<file path="src/hdl/bloch_hamiltonian_eval_macros.svh">
// Assertion macros for the Bloch Hamiltonian evaluator.
// Used by the files that check their own logic; needs clk and rst_n in scope.
`ifndef BLOCH_HAMILTONIAN_EVAL_MACROS_SVH
`define BLOCH_HAMILTONIAN_EVAL_MACROS_SVH
// check sampled on clk, held off while reset is active
`define BHE_CHECK(label, prop, msg) \
  label: assert property (@(posedge clk) disable iff (!rst_n) prop) else $error(msg);
// check that holds in and out of reset
`define BHE_CHECK_ALWAYS(label, prop, msg) \
  label: assert property (@(posedge clk) prop) else $error(msg);
`endif

</file>
<file path="src/hdl/bhe_pkg.sv">
// Shared types, codes and constants of the Bloch Hamiltonian evaluator.
// No dependencies; used by bhe_phase, bhe_lane and bloch_hamiltonian_eval.
`default_nettype none
package bhe_pkg;

  localparam int DEF_MAX_TERMS = 64;
  localparam int DEF_MAX_DIMS  = 3;
  localparam int DEF_MAX_DOF   = 8;
  localparam int CORDIC_STEPS  = 24;
  localparam logic signed [31:0] CORDIC_GAIN = 32'sd652032874;
  localparam int TERM_W = 11;

  // request kinds
  typedef enum logic [1:0] {
    KIND_KEY   = 2'd0,
    KIND_ENTRY = 2'd1,
    KIND_EVAL  = 2'd2
  } kind_t;

  // register indexes
  typedef enum logic [1:0] {
    REG_TERMS = 2'd0,
    REG_DIMS  = 2'd1,
    REG_DOF   = 2'd2
  } reg_idx_t;

  // cosine / sine pair, Q2.30
  typedef struct packed {
    logic signed [31:0] c;
    logic signed [31:0] s;
  } cs_t;

  // matrix entry load towards the lanes
  typedef struct packed {
    logic              wr;
    logic [TERM_W-1:0] term;
    logic [2:0]        row;
    logic [2:0]        col;
    logic [23:0]       re;
    logic [23:0]       im;
  } ld_t;

  // multiply-accumulate control towards the lanes
  typedef struct packed {
    logic              clear;
    logic              issue;
    logic [TERM_W-1:0] term;
    logic [2:0]        row;
  } mac_ctl_t;

  // arctangent of 2^-i in units of 2^-32 turn
  function automatic logic signed [31:0] atan_turn(input logic [4:0] step);
    logic signed [31:0] v;
    case (step)
      5'd0:  v = 32'sd536870912;
      5'd1:  v = 32'sd316933406;
      5'd2:  v = 32'sd167458907;
      5'd3:  v = 32'sd85004756;
      5'd4:  v = 32'sd42667331;
      5'd5:  v = 32'sd21354465;
      5'd6:  v = 32'sd10679838;
      5'd7:  v = 32'sd5340245;
      5'd8:  v = 32'sd2670163;
      5'd9:  v = 32'sd1335087;
      5'd10: v = 32'sd667544;
      5'd11: v = 32'sd333772;
      5'd12: v = 32'sd166886;
      5'd13: v = 32'sd83443;
      5'd14: v = 32'sd41722;
      5'd15: v = 32'sd20861;
      5'd16: v = 32'sd10430;
      5'd17: v = 32'sd5215;
      5'd18: v = 32'sd2608;
      5'd19: v = 32'sd1304;
      5'd20: v = 32'sd652;
      5'd21: v = 32'sd326;
      5'd22: v = 32'sd163;
      5'd23: v = 32'sd81;
      default: v = 32'sd0;
    endcase
    return v;
  endfunction

endpackage
`default_nettype wire

</file>
<file path="src/hdl/bhe_phase.sv">
// Phase unit: k.R dot product one axis a cycle, then an iterative CORDIC.
// Depends on bhe_pkg and bloch_hamiltonian_eval_macros.svh.
`default_nettype none
`include "bloch_hamiltonian_eval_macros.svh"
module bhe_phase #(
  parameter int MAX_DIMS = bhe_pkg::DEF_MAX_DIMS
) (
  input  wire logic                      clk,
  input  wire logic                      rst_n,
  input  wire logic                      start,
  input  wire logic [2:0][31:0]          k_pt,
  input  wire logic [MAX_DIMS-1:0][15:0] key,
  input  wire logic [1:0]                nd,
  output logic                           done,
  output bhe_pkg::cs_t                   cs
);

  localparam int AXW = (MAX_DIMS > 1) ? $clog2(MAX_DIMS) : 1;

  typedef enum logic [3:0] {
    P_IDLE = 4'b0001,
    P_MUL  = 4'b0010,
    P_CORD = 4'b0100,
    P_OUT  = 4'b1000
  } ph_state_t;

  ph_state_t state_r;
  logic [1:0]         ax_r;
  logic [31:0]        prod_r;
  logic               mul_v_r;
  logic [31:0]        ph_r;
  logic signed [31:0] x_r, y_r, z_r;
  logic [1:0]         quad_r;
  logic [4:0]         i_r;
  logic               done_r;
  bhe_pkg::cs_t       cs_r;

  logic signed [47:0] prod_nxt;
  logic signed [31:0] dx, dy, at;

  // one axis product, modulo one turn
  assign prod_nxt = $signed(k_pt[ax_r]) * $signed(key[ax_r[AXW-1:0]]);
  assign dx = y_r >>> i_r;
  assign dy = x_r >>> i_r;
  assign at = bhe_pkg::atan_turn(i_r);

  // control
  always_ff @(posedge clk) begin
    if (!rst_n) begin
      state_r <= P_IDLE;
      done_r  <= 1'b0;
      mul_v_r <= 1'b0;
    end else begin
      // done pulses for the cycle after the quadrant rotation
      done_r <= (state_r == P_OUT);
      case (state_r)
        P_IDLE: begin
          if (start) begin
            ax_r    <= 2'd0;
            ph_r    <= 32'd0;
            mul_v_r <= 1'b0;
            state_r <= P_MUL;
          end
        end
        P_MUL: begin
          if (mul_v_r) ph_r <= ph_r + prod_r;
          if (ax_r < nd) begin
            prod_r  <= prod_nxt[31:0];
            mul_v_r <= 1'b1;
            ax_r    <= ax_r + 2'd1;
          end else begin
            mul_v_r <= 1'b0;
            if (!mul_v_r) begin
              x_r     <= bhe_pkg::CORDIC_GAIN;
              y_r     <= 32'sd0;
              z_r     <= $signed({2'b00, ph_r[29:0]});
              quad_r  <= ph_r[31:30];
              i_r     <= 5'd0;
              state_r <= P_CORD;
            end
          end
        end
        P_CORD: begin
          if (z_r >= 0) begin
            x_r <= x_r - dx;
            y_r <= y_r + dy;
            z_r <= z_r - at;
          end else begin
            x_r <= x_r + dx;
            y_r <= y_r - dy;
            z_r <= z_r + at;
          end
          i_r <= i_r + 5'd1;
          if (i_r == 5'(bhe_pkg::CORDIC_STEPS - 1)) state_r <= P_OUT;
        end
        P_OUT: begin
          // quadrant rotation
          case (quad_r)
            2'd0: begin cs_r.c <= x_r;  cs_r.s <= y_r;  end
            2'd1: begin cs_r.c <= -y_r; cs_r.s <= x_r;  end
            2'd2: begin cs_r.c <= -x_r; cs_r.s <= -y_r; end
            default: begin cs_r.c <= y_r; cs_r.s <= -x_r; end
          endcase
          state_r <= P_IDLE;
        end
        default: state_r <= P_IDLE;
      endcase
    end
  end

  assign done = done_r;
  assign cs   = cs_r;

  `BHE_CHECK(a_start_idle, start |-> (state_r == P_IDLE), "phase start while busy")
  `BHE_CHECK(a_done_pulse, done_r |=> !done_r, "phase done held")
  `BHE_CHECK(a_step_bound, (state_r == P_CORD) |-> (i_r < 5'(bhe_pkg::CORDIC_STEPS)), "cordic overrun")

endmodule
`default_nettype wire

</file>
<file path="config.mk">
export PLATFORM = sky130hd
export DESIGN_NAME = bhe_phase
export DESIGN_NICKNAME = d
export VERILOG_FILES = /design/src/hdl/bhe_pkg.sv /design/src/hdl/bhe_phase.sv
export VERILOG_INCLUDE_DIRS = /design/src /design/src/hdl
export SDC_FILE = /design/constraint.sdc
export NUM_CORES = 2
export LEC_CHECK = 0
export ABC_AREA = 1
export BUFFER_PORTS_ARGS = -buffer_cell sky130_fd_sc_hd__buf_2
export CORE_ASPECT_RATIO = 0.8
export CORE_MARGIN = 1.5
export CORE_UTILIZATION = 40
export CTS_BUF_LIST = sky130_fd_sc_hd__clkbuf_8
export CTS_CLUSTER_DIAMETER = 200
export DETAILED_ROUTE_END_ITERATION = 10
export GPL_ROUTABILITY_DRIVEN = 0
export HOLD_SLACK_MARGIN = 0.15
export SLEW_MARGIN = 20
export SYNTH_ARGS = -nofsm -noshare
export SYNTH_HDL_FRONTEND = slang
export SYNTH_SLANG_ARGS = --single-unit
</file>
<file path="constraint.sdc">
create_clock -name clk -period 18.95 [get_ports clk]
set_input_delay 1.895 -clock clk [delete_from_list [all_inputs] [get_ports clk]]
set_output_delay 1.895 -clock clk [all_outputs]
set_load 0.01 [all_outputs]
</file>
==> flow_summary_export.csv <==
group,metric,value,unit
final_layout,drive_gt1_share,9.15,%
timing,fin_setup_tns,0,ns
clocking,h-tree-depth,2,
floorplan,num_rows,101,
worst_setup_path,slowest_stage,"fa_1",
worst_setup_path,cp.required,19.34,ns
timing,setup_viol,0,
synthesis,yosys.area.top_type,"edfxtp_1",
worst_setup_path,critPathMaxStageDelay,0.53,ns
placement,port_buffers,213,
clocking,clock-root-buffer,"clkbuf_8",
timing,finalCritPeriodShare,42.8,%
worst_setup_path,crit_arrival,8.50,ns
route,dr.pass1.iters,8,
timing,fin_skew,0.0435,ns
synthesis,synth_warnings,0,
route,finalWirelength,127,mm
worst_setup_path,reg2reg_from,"ax_r[0]",
worst_setup_path,crit_type,"register to register",
hold_path,min_path_type,"register to register",
timing,finalHoldViolCount,0,
timing,rsz0062_at_grt,"false",
clocking,post_cts_resized,0,
placement,dp_hpwl,98.2,mm
timing,hold_ws,0.460,ns
status,status,"completed",
clocking,clkSlewWorstSetupHoldPaths,0.06,ns
route,viasPerCell,5.38,
grt,antenna_found_initial,2,
clocking,cts_tree,"done",
synthesis,yosysMostFrequentCell,"nand2_1",
synthesis,async_flop_share,0,%
worst_setup_path,crit_path_start_kind,"register",
synthesis,synth_nets,6161,
clocking,hold_buffers,0,
floorplan,core,95200,µm²
grt,grt_pass1_wl,201,mm
route,drc,0,
synthesis,synthTopCellsByCount,"1,413 x nand2_1, 962 x inv_1, 411 x nand3_1, 380 x nor2_1, 308 x fa_1",
floorplan,ioPinCount,214,
synthesis,synth_area,38500,µm²
worst_setup_path,worst-path-buf-inv,8,
grt,grt_start_max_net_pins,82,
route,ant_nets,0,
synthesis,synthTopCellsByArea,"edfxtp_1 18%, fa_1 16%, nand2_1 14%, inv_1 9.4%, ha_1 7.5%",
grt,grt_pass1_vias,35801,
timing,tightest_slew,1.21,ns
synthesis,netlist.area_leader.share,18.2,%
synthesis,synth.avg_cell_area,7.03,µm²
floorplan,die_w,350,µm
synthesis,synth_flop_cell,"edfxtp_1",
synthesis,synth_cell_type_count,66,
final_layout,fin_nets,6270,
timing,finalCriticalPeriod,8.11,ns
worst_setup_path,critPathMaxFanout,55,
worst_setup_path,critPathCapture,"prod_r[29]",
run,drv_cap,0,
route,via_count,37199,
worst_setup_path,critical_path_depth,28,
synthesis,synthCells,5474,
clocking,cts_sinks,269,
worst_setup_path,reg2reg_to,"prod_r[29]",
timing,max_freq,123,MHz
clocking,clock_path_buffers,3,
final_layout,fin_util,44.0,%
worst_setup_path,worst_r2r_path_depth,28,
clocking,cts-buffers-inserted,48,
clocking,clock_latency,0.68,ns
floorplan,chipHeight,280,µm
worst_setup_path,crit_start,"ax_r[0]",
route,drtIter0Drc,3921,
timing,relSlewSlack,19.0,%
floorplan,die_area,98100,µm²
clocking,post_cts_buffers,0,
synthesis,synth_edf_count,233,
synthesis,yosysSeqAreaShare,20.0,%
grt,gr-total-overflow,0,
synthesis,yosys_register_bits,269,
worst_setup_path,reg2reg_setup_slack,10.84,ns
final_layout,syn_to_final_growth,8.70,%
timing,finalMaxSlewViolations,0,
worst_setup_path,critical_path.top_delay_family,"adder cells",
worst_setup_path,worstSetupEndpointType,"register",
grt,grt_util_all_layers,25.9,%
route,post_drt_wl_per_cell,18.3,µm
floorplan,start_util,40.5,%
final_layout,fillers,9824,
-- placed cells by master, fill, tap and decap left out, drive strengths merged, types with 6 or more instances in the layout --
master   netlist  final
a21boi         8      8
a21o          22     22
a21oi        306    306
a221oi        16     16
a22oi          7      7
a31oi         16     16
buf           91    270
clkbuf       120     52
clkinv         5     21
dfxtp         36     36
edfxtp       233    233
fa           308    308
ha           230    230
inv          988   1003
nand2       1436   1436
nand3        426    426
nand3b         6      6
nand4         42     42
nor2         402    402
nor3          57     57
nor4          23     23
o2111ai       24     24
o211ai        17     17
o21a          27     27
o21ai        323    323
o21bai         8      8
o221ai        21     21
o22ai         19     19
o31ai         42     42
or2           31     31
xnor2         48     48
xor2         120    120
-- sequential cells by signal (all words and copies together) (netlist names) --
register / count
at: 30
ax_r: 2
cs: 64
done: 1
i_r: 5
mul_v_r: 1
ph_r: 32
prod_r: 32
quad_r: 2
state_r: 4
x_r: 32
y_r: 32
z_r: 32
-- how the worst min path moves through the flow --
stage                  start        end  cells past startpoint
floorplan           ph_r[30]  quad_r[0]                      0
global placement    ph_r[30]  quad_r[0]                      0
detailed placement  ph_r[30]  quad_r[0]                      0
CTS                 ph_r[30]  quad_r[0]                      0
global route        ph_r[30]  quad_r[0]                      0
finish              ph_r[30]  quad_r[0]                      0
-- area by class of cell --
type	count	area, µm²	area share (%)
inverter	993	3740	8.93
clock buffer	52	716	1.71
clock inverter	35	283	0.676
sequential	269	7720	18.4
tap	1287	1610	3.85
multi-input combinational	4001	26300	62.7
antenna	2	5.00	0.0120
timing repair buffer	270	1520	3.64
-- metal layers --
layer  vias up  track usage [%]  routed length, µm
li1      17782                -                  -
met1     17564             37.5              57700
met2      1626             39.1              53300
met3       225             4.84              11900
met4         2             7.35               3750
met5         -                0                 12
-- through the flow --
| step | worst slack (ns) | std cells | area [µm²] |
|---|---|---|---|
| 2_1_floorplan | 10.21 | 5474 | 38500 |
| 3_3_place_gp | 10.36 | 6818 | 40800 |
| 3_5_place_dp | 10.29 | 6819 | 40800 |
| 4_1_cts | 10.93 | 6906 | 41800 |
| 5_1_grt | 10.28 | 6909 | 41800 |
| 6_report | 10.84 | 6909 | 41800 |
-- worst register-to-register path, delay by kind of cell (launching register included) --
kind | cells | cell delay (ns)
buf+inv | 8 | 1.74
simple gates | 9 | 1.63
xor+xnor | 1 | 0.10
compound gates | 3 | 0.72
fa+ha+maj | 7 | 3.36
flops | 1 | 0.32
-- cell families (layout without fill, tap and decap cells) --
group | Yosys count | count (layout) | synth area share [%]
buf+inv | 1204 | 1350 | 12.4
compound gates | 864 | 864 | 13.4
simple gates | 2429 | 2429 | 26.8
other cells | 0 | 2 | 0
flops | 269 | 269 | 20.0
xor+xnor | 168 | 168 | 3.82
fa+ha+maj | 538 | 538 | 23.5
mux | 2 | 2 | 0.0520
Power is not shown: default switching activity piles up to over one toggle a cycle in this logic, so the estimate is an artifact.
